$ cat config.mk
export PLATFORM = sky130hd
export DESIGN_NAME = thumb_add_sub_mul_execute_top
export DESIGN_NICKNAME = d
export VERILOG_FILES = /design/src/rtl/thasm_pkg.sv /design/src/rtl/thumb_add_sub_mul_execute_top.sv
export SDC_FILE = /design/constraint.sdc
export NUM_CORES = 2
export LEC_CHECK = 0
export ABC_AREA = 1
export BUFFER_PORTS_ARGS = -buffer_cell sky130_fd_sc_hd__buf_4
export CAP_MARGIN = 5
export CORE_ASPECT_RATIO = 1.75
export CORE_MARGIN = 8
export CORE_UTILIZATION = 40
export DETAILED_ROUTE_END_ITERATION = 8
export HOLD_SLACK_MARGIN = 0.05
export SLEW_MARGIN = 20
export SYNTH_ARGS = -nofsm -noshare
export SYNTH_HDL_FRONTEND = slang
export SYNTH_SLANG_ARGS = --single-unit
$ cat constraint.sdc
create_clock -name clk -period 7.83 [get_ports clk]
set_clock_uncertainty 0.2 [all_clocks]
set_input_delay 0.3915 -clock clk [delete_from_list [all_inputs] [get_ports clk]]
set_output_delay 0.3915 -clock clk [all_outputs]
set_load 0.02 [all_outputs]
$ cat src/rtl/thasm_pkg.sv
// ----------------------------------------------------------------------------
// thasm_pkg
// Shared types and constants for the Thumb add, subtract and multiply
// execute block.
// ----------------------------------------------------------------------------
package thasm_pkg;

  localparam int XLEN       = 32;
  localparam int REG_IDX_W  = 4;
  localparam int NUM_REGS   = 15;
  localparam int IMM_W      = 8;
  localparam int OP_W       = 4;
  localparam int CYCLE_W    = 6;
  localparam int MUL_CYCLES = 32;

  localparam logic [REG_IDX_W-1:0] REG_SP = 4'd13;
  localparam logic [REG_IDX_W-1:0] REG_PC = 4'd15;

  localparam logic [XLEN-1:0] ADR_ALIGN_MASK = 32'hFFFF_FFFC;

  typedef enum logic [OP_W-1:0] {
    OP_ADCS    = 4'd0,
    OP_ADDS_I3 = 4'd1,
    OP_ADDS_I8 = 4'd2,
    OP_ADDS_R  = 4'd3,
    OP_ADD_R   = 4'd4,
    OP_ADD_SP  = 4'd5,
    OP_ADR     = 4'd6,
    OP_SUBS_I3 = 4'd7,
    OP_SUBS_I8 = 4'd8,
    OP_SUBS_R  = 4'd9,
    OP_SUB_SP  = 4'd10,
    OP_SBCS    = 4'd11,
    OP_RSBS    = 4'd12,
    OP_MULS    = 4'd13
  } op_t;

  typedef struct packed {
    logic n;
    logic z;
    logic c;
    logic v;
  } flags_t;

endpackage

$ cat src/rtl/thumb_add_sub_mul_execute_top.sv
// ----------------------------------------------------------------------------
// thumb_add_sub_mul_execute_top
// Execute stage for decoded Thumb add, subtract and multiply instructions,
// holding r0 to r14 and the N, Z, C and V flags.
// ----------------------------------------------------------------------------
// Usage:
//   Each request on the in_ channel is one decoded instruction together with
//   the PC value that it reads. Each request produces exactly one result on
//   the out_ channel: the register write (if any), the branch indication,
//   the flags after the instruction, the modelled cycle count and the fault.
//   Both channels use valid/ready; a request moves on when both are high.
//   The request and its two operands are captured in the capture stage at
//   the accepting edge, and the arithmetic lands in the result register
//   when that stage advances. Throughput is one request per cycle while the
//   receiver takes results. The register file write and the flag update land on
//   the same edge that loads the result register, and the operand read of
//   the following request bypasses that write, so dependent instructions
//   run back to back. A stalled receiver holds the result register; the
//   input is still taken while the capture stage is empty or can drain into
//   it, so up to two requests wait before in_ready falls.
//   Reset clears the pipeline valid bits, the flags and the per-register
//   valid bits, so every register reads as zero until written.
// ----------------------------------------------------------------------------
module thumb_add_sub_mul_execute_top (
  input  logic                                clk,
  input  logic                                rst_n,
  input  logic                                in_valid,
  output logic                                in_ready,
  input  logic [thasm_pkg::OP_W-1:0]          in_op,
  input  logic [thasm_pkg::REG_IDX_W-1:0]     in_rd,
  input  logic [thasm_pkg::REG_IDX_W-1:0]     in_rn,
  input  logic [thasm_pkg::REG_IDX_W-1:0]     in_rm,
  input  logic [thasm_pkg::IMM_W-1:0]         in_imm,
  input  logic [thasm_pkg::XLEN-1:0]          in_pc_value,
  output logic                                out_valid,
  input  logic                                out_ready,
  output logic                                out_write_enable,
  output logic [thasm_pkg::REG_IDX_W-1:0]     out_write_index,
  output logic [thasm_pkg::XLEN-1:0]          out_write_value,
  output logic                                out_branch_taken,
  output logic                                out_flag_neg,
  output logic                                out_flag_zero,
  output logic                                out_flag_carry,
  output logic                                out_flag_overflow,
  output logic [thasm_pkg::CYCLE_W-1:0]       out_cycle_count,
  output logic                                out_fault
);
  import thasm_pkg::*;

  // Capture stage.
  logic                  s1_vld_r;
  op_t                   s1_op_r;
  logic [REG_IDX_W-1:0]  s1_rd_r;
  logic [REG_IDX_W-1:0]  s1_rm_r;
  logic [REG_IDX_W-1:0]  s1_a_addr_r;
  logic [IMM_W-1:0]      s1_imm_r;
  logic [XLEN-1:0]       s1_pc_r;
  logic [XLEN-1:0]       s1_a_data_r;
  logic [XLEN-1:0]       s1_b_data_r;

  // Architectural state.
  logic [XLEN-1:0]       reg_mem [0:NUM_REGS-1];
  logic [NUM_REGS-1:0]   reg_vld_r;
  flags_t                flags_r;
  flags_t                flags_nxt;

  // Result register.
  logic                  out_vld_r;
  logic                  out_we_r;
  logic [REG_IDX_W-1:0]  out_idx_r;
  logic [XLEN-1:0]       out_val_r;
  logic                  out_br_r;
  flags_t                out_flags_r;
  logic [CYCLE_W-1:0]    out_cyc_r;
  logic                  out_fault_r;

  logic                  in_fire;
  logic                  adv;
  logic [REG_IDX_W-1:0]  a_addr;
  op_t                   in_op_e;

  logic [XLEN-1:0]       a_val;
  logic [XLEN-1:0]       b_val;
  logic [XLEN-1:0]       imm_ext;
  logic [XLEN-1:0]       imm_x4;
  logic [XLEN-1:0]       add_a;
  logic [XLEN-1:0]       add_b;
  logic                  add_cin;
  logic [XLEN:0]         add_sum;
  logic [XLEN-1:0]       add_res;
  logic [XLEN-1:0]       mul_res;

  logic                  wr_en;
  logic [REG_IDX_W-1:0]  wr_idx;
  logic [XLEN-1:0]       wr_val;
  logic                  res_we;
  logic [REG_IDX_W-1:0]  res_idx;
  logic [XLEN-1:0]       res_val;
  logic                  res_br;
  logic [CYCLE_W-1:0]    res_cyc;
  logic                  res_fault;
  logic [REG_IDX_W-1:0]  dest;
  logic [XLEN-1:0]       val;
  logic                  do_wr;

  assign adv      = s1_vld_r && (!out_vld_r || out_ready);
  assign in_ready = !s1_vld_r || adv;
  assign in_fire  = in_valid && in_ready;
  assign in_op_e  = op_t'(in_op);

  // Port A serves the first operand: rd for two-operand forms, SP for the
  // SP forms, rn otherwise. Port B always reads rm.
  always_comb begin
    unique case (in_op_e) inside
      OP_ADCS, OP_ADDS_I8, OP_ADD_R, OP_SUBS_I8, OP_SBCS, OP_MULS: a_addr = in_rd;
      OP_ADD_SP, OP_SUB_SP:                                         a_addr = REG_SP;
      default:                                                      a_addr = in_rn;
    endcase
  end

  always_ff @(posedge clk) begin
    if (!rst_n) begin
      s1_vld_r <= 1'b0;
    end else if (in_fire) begin
      s1_vld_r <= 1'b1;
    end else if (adv) begin
      s1_vld_r <= 1'b0;
    end
  end

  // Operand read with bypass of the write retiring on the same edge.
  always_ff @(posedge clk) begin
    if (in_fire) begin
      s1_op_r     <= in_op_e;
      s1_rd_r     <= in_rd;
      s1_rm_r     <= in_rm;
      s1_a_addr_r <= a_addr;
      s1_imm_r    <= in_imm;
      s1_pc_r     <= in_pc_value;
      if (wr_en && wr_idx == a_addr) begin
        s1_a_data_r <= wr_val;
      end else if (a_addr != REG_PC && reg_vld_r[a_addr]) begin
        s1_a_data_r <= reg_mem[a_addr];
      end else begin
        s1_a_data_r <= '0;
      end
      if (wr_en && wr_idx == in_rm) begin
        s1_b_data_r <= wr_val;
      end else if (in_rm != REG_PC && reg_vld_r[in_rm]) begin
        s1_b_data_r <= reg_mem[in_rm];
      end else begin
        s1_b_data_r <= '0;
      end
    end
  end

  always_ff @(posedge clk) begin
    if (wr_en) begin
      reg_mem[wr_idx] <= wr_val;
    end
  end

  always_ff @(posedge clk) begin
    if (!rst_n) begin
      reg_vld_r <= '0;
      flags_r   <= '0;
    end else if (adv) begin
      flags_r <= flags_nxt;
      if (wr_en) begin
        reg_vld_r[wr_idx] <= 1'b1;
      end
    end
  end

  assign a_val   = (s1_a_addr_r == REG_PC) ? s1_pc_r : s1_a_data_r;
  assign b_val   = (s1_rm_r == REG_PC) ? s1_pc_r : s1_b_data_r;
  assign imm_ext = {{(XLEN-IMM_W){1'b0}}, s1_imm_r};
  assign imm_x4  = {imm_ext[XLEN-3:0], 2'b00};

  // One shared adder; subtracts add the inverted operand.
  always_comb begin
    add_a   = a_val;
    add_b   = b_val;
    add_cin = 1'b0;
    unique case (s1_op_r) inside
      OP_ADCS:                add_cin = flags_r.c;
      OP_ADDS_I3, OP_ADDS_I8: add_b = imm_ext;
      OP_ADD_SP:              add_b = imm_x4;
      OP_ADR: begin
        add_a = s1_pc_r & ADR_ALIGN_MASK;
        add_b = imm_x4;
      end
      OP_SUBS_I3, OP_SUBS_I8: begin
        add_b   = ~imm_ext;
        add_cin = 1'b1;
      end
      OP_SUBS_R: begin
        add_b   = ~b_val;
        add_cin = 1'b1;
      end
      OP_SUB_SP: begin
        add_b   = ~imm_x4;
        add_cin = 1'b1;
      end
      OP_SBCS: begin
        add_b   = ~b_val;
        add_cin = flags_r.c;
      end
      OP_RSBS: begin
        add_a   = '0;
        add_b   = ~a_val;
        add_cin = 1'b1;
      end
      default: ;
    endcase
  end

  assign add_sum = {1'b0, add_a} + {1'b0, add_b} + {{XLEN{1'b0}}, add_cin};
  assign add_res = add_sum[XLEN-1:0];
  assign mul_res = a_val * b_val;

  always_comb begin
    flags_nxt = flags_r;
    dest      = s1_rd_r;
    val       = add_res;
    do_wr     = 1'b1;
    res_br    = 1'b0;
    res_fault = 1'b0;
    res_cyc   = CYCLE_W'(1);
    unique case (s1_op_r) inside
      OP_ADCS, OP_ADDS_I3, OP_ADDS_I8, OP_ADDS_R, OP_SUBS_I3, OP_SUBS_I8,
      OP_SUBS_R, OP_SBCS, OP_RSBS: begin
        flags_nxt.n = add_res[XLEN-1];
        flags_nxt.z = (add_res == '0);
        flags_nxt.c = add_sum[XLEN];
        flags_nxt.v = (add_a[XLEN-1] ^ add_res[XLEN-1]) &
                      (add_b[XLEN-1] ^ add_res[XLEN-1]);
      end
      OP_ADD_R: begin
        if (s1_rd_r == REG_PC && s1_rm_r == REG_PC) begin
          res_fault = 1'b1;
          do_wr     = 1'b0;
        end else if (s1_rd_r == REG_PC) begin
          val     = {add_res[XLEN-1:1], 1'b0};
          res_br  = 1'b1;
          res_cyc = CYCLE_W'(2);
        end
      end
      OP_ADD_SP, OP_ADR: ;
      OP_SUB_SP: dest = REG_SP;
      OP_MULS: begin
        val         = mul_res;
        flags_nxt.n = mul_res[XLEN-1];
        flags_nxt.z = (mul_res == '0);
        res_cyc     = CYCLE_W'(MUL_CYCLES);
      end
      default: do_wr = 1'b0;
    endcase
    // A write to the PC other than the branch form is dropped.
    res_we  = do_wr && (dest != REG_PC || res_br);
    res_idx = res_we ? dest : '0;
    res_val = res_we ? val : '0;
  end

  assign wr_en  = adv && res_we && !res_br;
  assign wr_idx = res_idx;
  assign wr_val = res_val;

  always_ff @(posedge clk) begin
    if (!rst_n) begin
      out_vld_r <= 1'b0;
    end else if (adv) begin
      out_vld_r <= 1'b1;
    end else if (out_ready) begin
      out_vld_r <= 1'b0;
    end
  end

  always_ff @(posedge clk) begin
    if (adv) begin
      out_we_r    <= res_we;
      out_idx_r   <= res_idx;
      out_val_r   <= res_val;
      out_br_r    <= res_br;
      out_flags_r <= flags_nxt;
      out_cyc_r   <= res_cyc;
      out_fault_r <= res_fault;
    end
  end

  assign out_valid         = out_vld_r;
  assign out_write_enable  = out_we_r;
  assign out_write_index   = out_idx_r;
  assign out_write_value   = out_val_r;
  assign out_branch_taken  = out_br_r;
  assign out_flag_neg      = out_flags_r.n;
  assign out_flag_zero     = out_flags_r.z;
  assign out_flag_carry    = out_flags_r.c;
  assign out_flag_overflow = out_flags_r.v;
  assign out_cycle_count   = out_cyc_r;
  assign out_fault         = out_fault_r;

  // A faulting add never reports a register write.
  a_fault_no_write: assert property (@(posedge clk) disable iff (!rst_n)
    out_vld_r && out_fault_r |-> !out_we_r)
    else $error("fault reported together with a register write");

  // A branch writes the PC with an even target and reports its modelled cycle count.
  a_branch_shape: assert property (@(posedge clk) disable iff (!rst_n)
    out_vld_r && out_br_r |->
      out_we_r && out_idx_r == REG_PC && !out_val_r[0] && out_cyc_r == CYCLE_W'(2))
    else $error("malformed branch result");

  // The register file is never written at the PC index.
  a_no_pc_write: assert property (@(posedge clk) disable iff (!rst_n)
    wr_en |-> wr_idx != REG_PC)
    else $error("register file write at the PC index");

  // A held capture stage must block the input.
  a_stall_blocks_input: assert property (@(posedge clk) disable iff (!rst_n)
    s1_vld_r && !adv |-> !in_ready)
    else $error("input accepted while capture stage is held");

  // Reset empties the pipeline.
  a_reset_empty: assert property (@(posedge clk)
    !rst_n |=> !out_vld_r && !s1_vld_r)
    else $error("pipeline not empty after reset");

endmodule
==> summary by stage <==
GRT
The initial antenna violation count was 4. The total congestion overflow after global routing is 0. The global router's overall resource usage is 29.4%. The first global-routing pass estimated 300,000 um of wire. The via count of the first global-routing pass came to 46,000. The largest net degree at the start of global routing is 173.

Synthesis
The dominant register cell in the synthesized netlist is edfxtp_1. The gate count after technology mapping is 5,653. The area share of the largest cell type after synthesis is 38.6%. The number of distinct library cells after synthesis is 70. The total of flip-flops plus latches after synthesis is 667. The post-synthesis instance area is 50,200 um^2. The per-instance average area after synthesis is 8.89 um^2. In this run, synthesis inferred 646 flip-flops with an integrated enable. The warning count from the yosys run is 0. The share of synthesized area occupied by flip-flops and latches is 39.5%. The top cell type by total area after synthesis is edfxtp_1.

After synthesis, the share of flip-flops with an asynchronous set or reset is 0%. Yosys attributes the largest share of cell area to edfxtp_1 (39%), fa_1 (16%), nand2_1 (10%).

Floorplanning
The count of pins on the block boundary is 111. The number of standard-cell rows in the floorplan is 172. The die outline width is 284 um. The floorplan step set the die height to 485 um. Once the floorplan was initialized, standard cells occupied 40.2% of the core. The full die area is 138,000 um^2. The placeable core region is 125,000 um^2.

CTS
Counting along the longest clock path gives a buffer depth of 3. The TritonCTS sink count is 667. TritonCTS built the clock tree. After clock tree synthesis, the clock-pin slew on the worst setup and hold paths is 60 ps. Counting the buffers created by CTS gives 67. The insertion delay of the later-clocked pin in the worst-skew pair is 670 ps. The number of levels in the clock H-tree is 3.

The clock tree root driver cell is clkbuf_16.

Outcome
The run finished, with violations left. The final reports fail on setup timing.

Final layout
The most common cell after layout, fill and taps aside is nand2_1. The synthesis-to-layout area growth is 21.5%. The post-route netlist has 17.5% of its cells at a drive strength greater than 1. The filler cell count is 11,600. The library cells used most frequently in the layout, excluding fill and tap cells, are nand2_1 (1,351), inv_1 (674), edfxtp_1 (646). For this run, the post-layout net count is 6,768.

STA
The final-report setup violation count is 221. The final hold violation count came to 0. Final hold analysis gives a worst-case slack of 90.9 ps. Of the available clock period, the critical path in the final layout requires 103%. The normalized max-slew margin is 33.6%. The final count of pins violating max slew is 0. Setup repair after global routing could not meet its margin everywhere. Setup slack on the critical path of the routed design comes to -256 ps. The achievable clock frequency is 0.124 GHz. At the pin with the least slew margin, the transition time is 984 ps. The final critical-path required period is 8090 ps.

Worst setup path
The cell family contributing the most delay on the critical path is adder cells. Along the worst path, the maximum fanout reaches 16. The cell type of the slowest stage on the worst timing path is fa_1. STA puts the critical path data required time at 8030 ps. In this design, the stage delay of the slowest critical-path cell is 550 ps. The critical path endpoint category is a register. The arrival time of data at the critical path endpoint is 8290 ps. The startpoint class of the critical path is a register. Counting both buffers and inverters, the worst setup path holds a total of 11.

The most prevalent standard cell on the critical path is fa_1. The category of the most critical setup path is reg -> reg.

Routing
The total routed wirelength is 208,000 um. The initial detailed-routing violation count is 4,426. The total vias in the final route is 44,800.

The average wire length per cell after detail routing is 26.5 um. The DRC violation count after routing is 0. The detail route stage leaves a number of antenna-violating nets equal to 0. Before antenna repair, the detailed router went through 7 iterations.

The vias per cell is 5.71.

Hold path
In this run the worst hold path is classified as in -> reg.

Job
Max-cap violations in this run came to 0.

Placement
Buffers placed on the I/O ports in this run total 107. The detailed-placement wirelength estimate is 148,000 um. The final weighted congestion in routability-driven placement is 1.00.
## worst paths after layout
path,to,depth (start not counted),start,slack (ps)
hold / removal,s1_rm_r[3]$_DFFE_PP_,1,in_rm[3],90
hold reg to reg,reg_vld_r[14]$_SDFFE_PN0P_,2,reg_vld_r[14]$_SDFFE_PN0P_,280
setup / recovery,reg_mem[13][31]$_DFFE_PP_,33,s1_a_addr_r[0]$_DFFE_PP_,-260
setup reg to reg,reg_mem[13][31]$_DFFE_PP_,33,s1_a_addr_r[0]$_DFFE_PP_,-260
## routing by layer
metal	wire length (um)	share of wire (%)	track usage [%]	vias up
li1	-	-	-	19800
met1	68200	33	30.3	22000
met2	104000	50	52.2	2241
met3	13600	6.5	3.81	804
met4	21800	11	25.6	4
met5	30	0.014	0	-
## metrics by stage
step / util, % / instance area [um^2] / TNS, ps / worst slack [ps] / instances
final: 48.8 / 61100 / -26090 / -256 / 7850
after global routing: 48.8 / 61100 / -114540 / -505 / 7849
after CTS: 48.6 / 60800 / -18490 / -250 / 7842
after detailed placement: 45.4 / 56800 / -103330 / -643 / 7627
after global placement: 45.4 / 56800 / -109920 / -663 / 7627
after floorplan: - / 50300 / 0 / 64.3 / 5655
## cell families (layout without fill, tap and decap cells)
logic type / count (synthesis) / count (layout) / share of synthesized area (%)
AOI/OAI and AO/OA: 1128 / 1128 / 13.4
xor gates and xnor gates: 60 / 60 / 1.06
adders and majority gates: 564 / 564 / 20.2
buffers and inverters: 1053 / 1592 / 8.26
DFF: 667 / 667 / 39.5
muxes: 1 / 1 / 0.0199
other: 1 / 6 / 0.00746
and+or+nand+nor: 2179 / 2179 / 17.6
## cells in the mapped netlist (34+ instances only)
library cell and count:
a21oi_1 346, a32o_1 34, buf_2 41, clkbuf_1 221, edfxtp_1 646, fa_1 410, ha_1 154, inv_1 705
nand2_1 1384, nand3_1 252, nor2_1 430, o211ai_1 80, o21ai_0 302, o21ai_1 81, o22ai_1 112, xor2_1 34
## sequential cells by signal, indices dropped and copies added, names as in the netlist, 3 cells and up
| register | count |
|---|---|
| s1_rm_r | 4 |
| s1_rd_r | 4 |
| flags_r | 4 |
| out_write_index | 4 |
| s1_pc_r | 32 |
| reg_mem | 480 |
| s1_a_data_r | 32 |
| reg_vld_r | 15 |
| out_cycle_count | 3 |
| out_write_value | 32 |
| s1_op_r | 4 |
| s1_a_addr_r | 4 |
| s1_imm_r | 8 |
| s1_b_data_r | 32 |
## what timing repair did
action,CTS,global route
resized for setup,218,62
pin swaps,39,22
endpoints found under the hold margin,53,0
hold buffers,52,0
gates cloned,8,2
setup buffers,36,3
setup endpoints to repair,357,416
## worst register-to-register path: cells and delay by family (launching register included)
family,cells,cell delay [ps]
buf+inv,11,1620
simple gates,8,930
fa+ha+maj,9,4090
flops,1,340
compound gates,5,650
## area by class of cell
type                            instances  area (um^2)  area share (%)
Clock inverter                         42          354           0.580
Clock buffer                           77         1760            2.88
Multi-Input combinational cell       3935        27400            44.8
Timing Repair inverter                  2         15.0          0.0246
Sequential cell                       667        19800            32.5
Tap cell                             1653         2070            3.39
Antenna cell                            3         7.51          0.0123
Timing Repair Buffer                  728         6800            11.1
Inverter                              743         2870            4.69
Power is left out: the tool's default activity adds up to more than one toggle a clock period on the data nets, which glitch-free logic cannot reach.
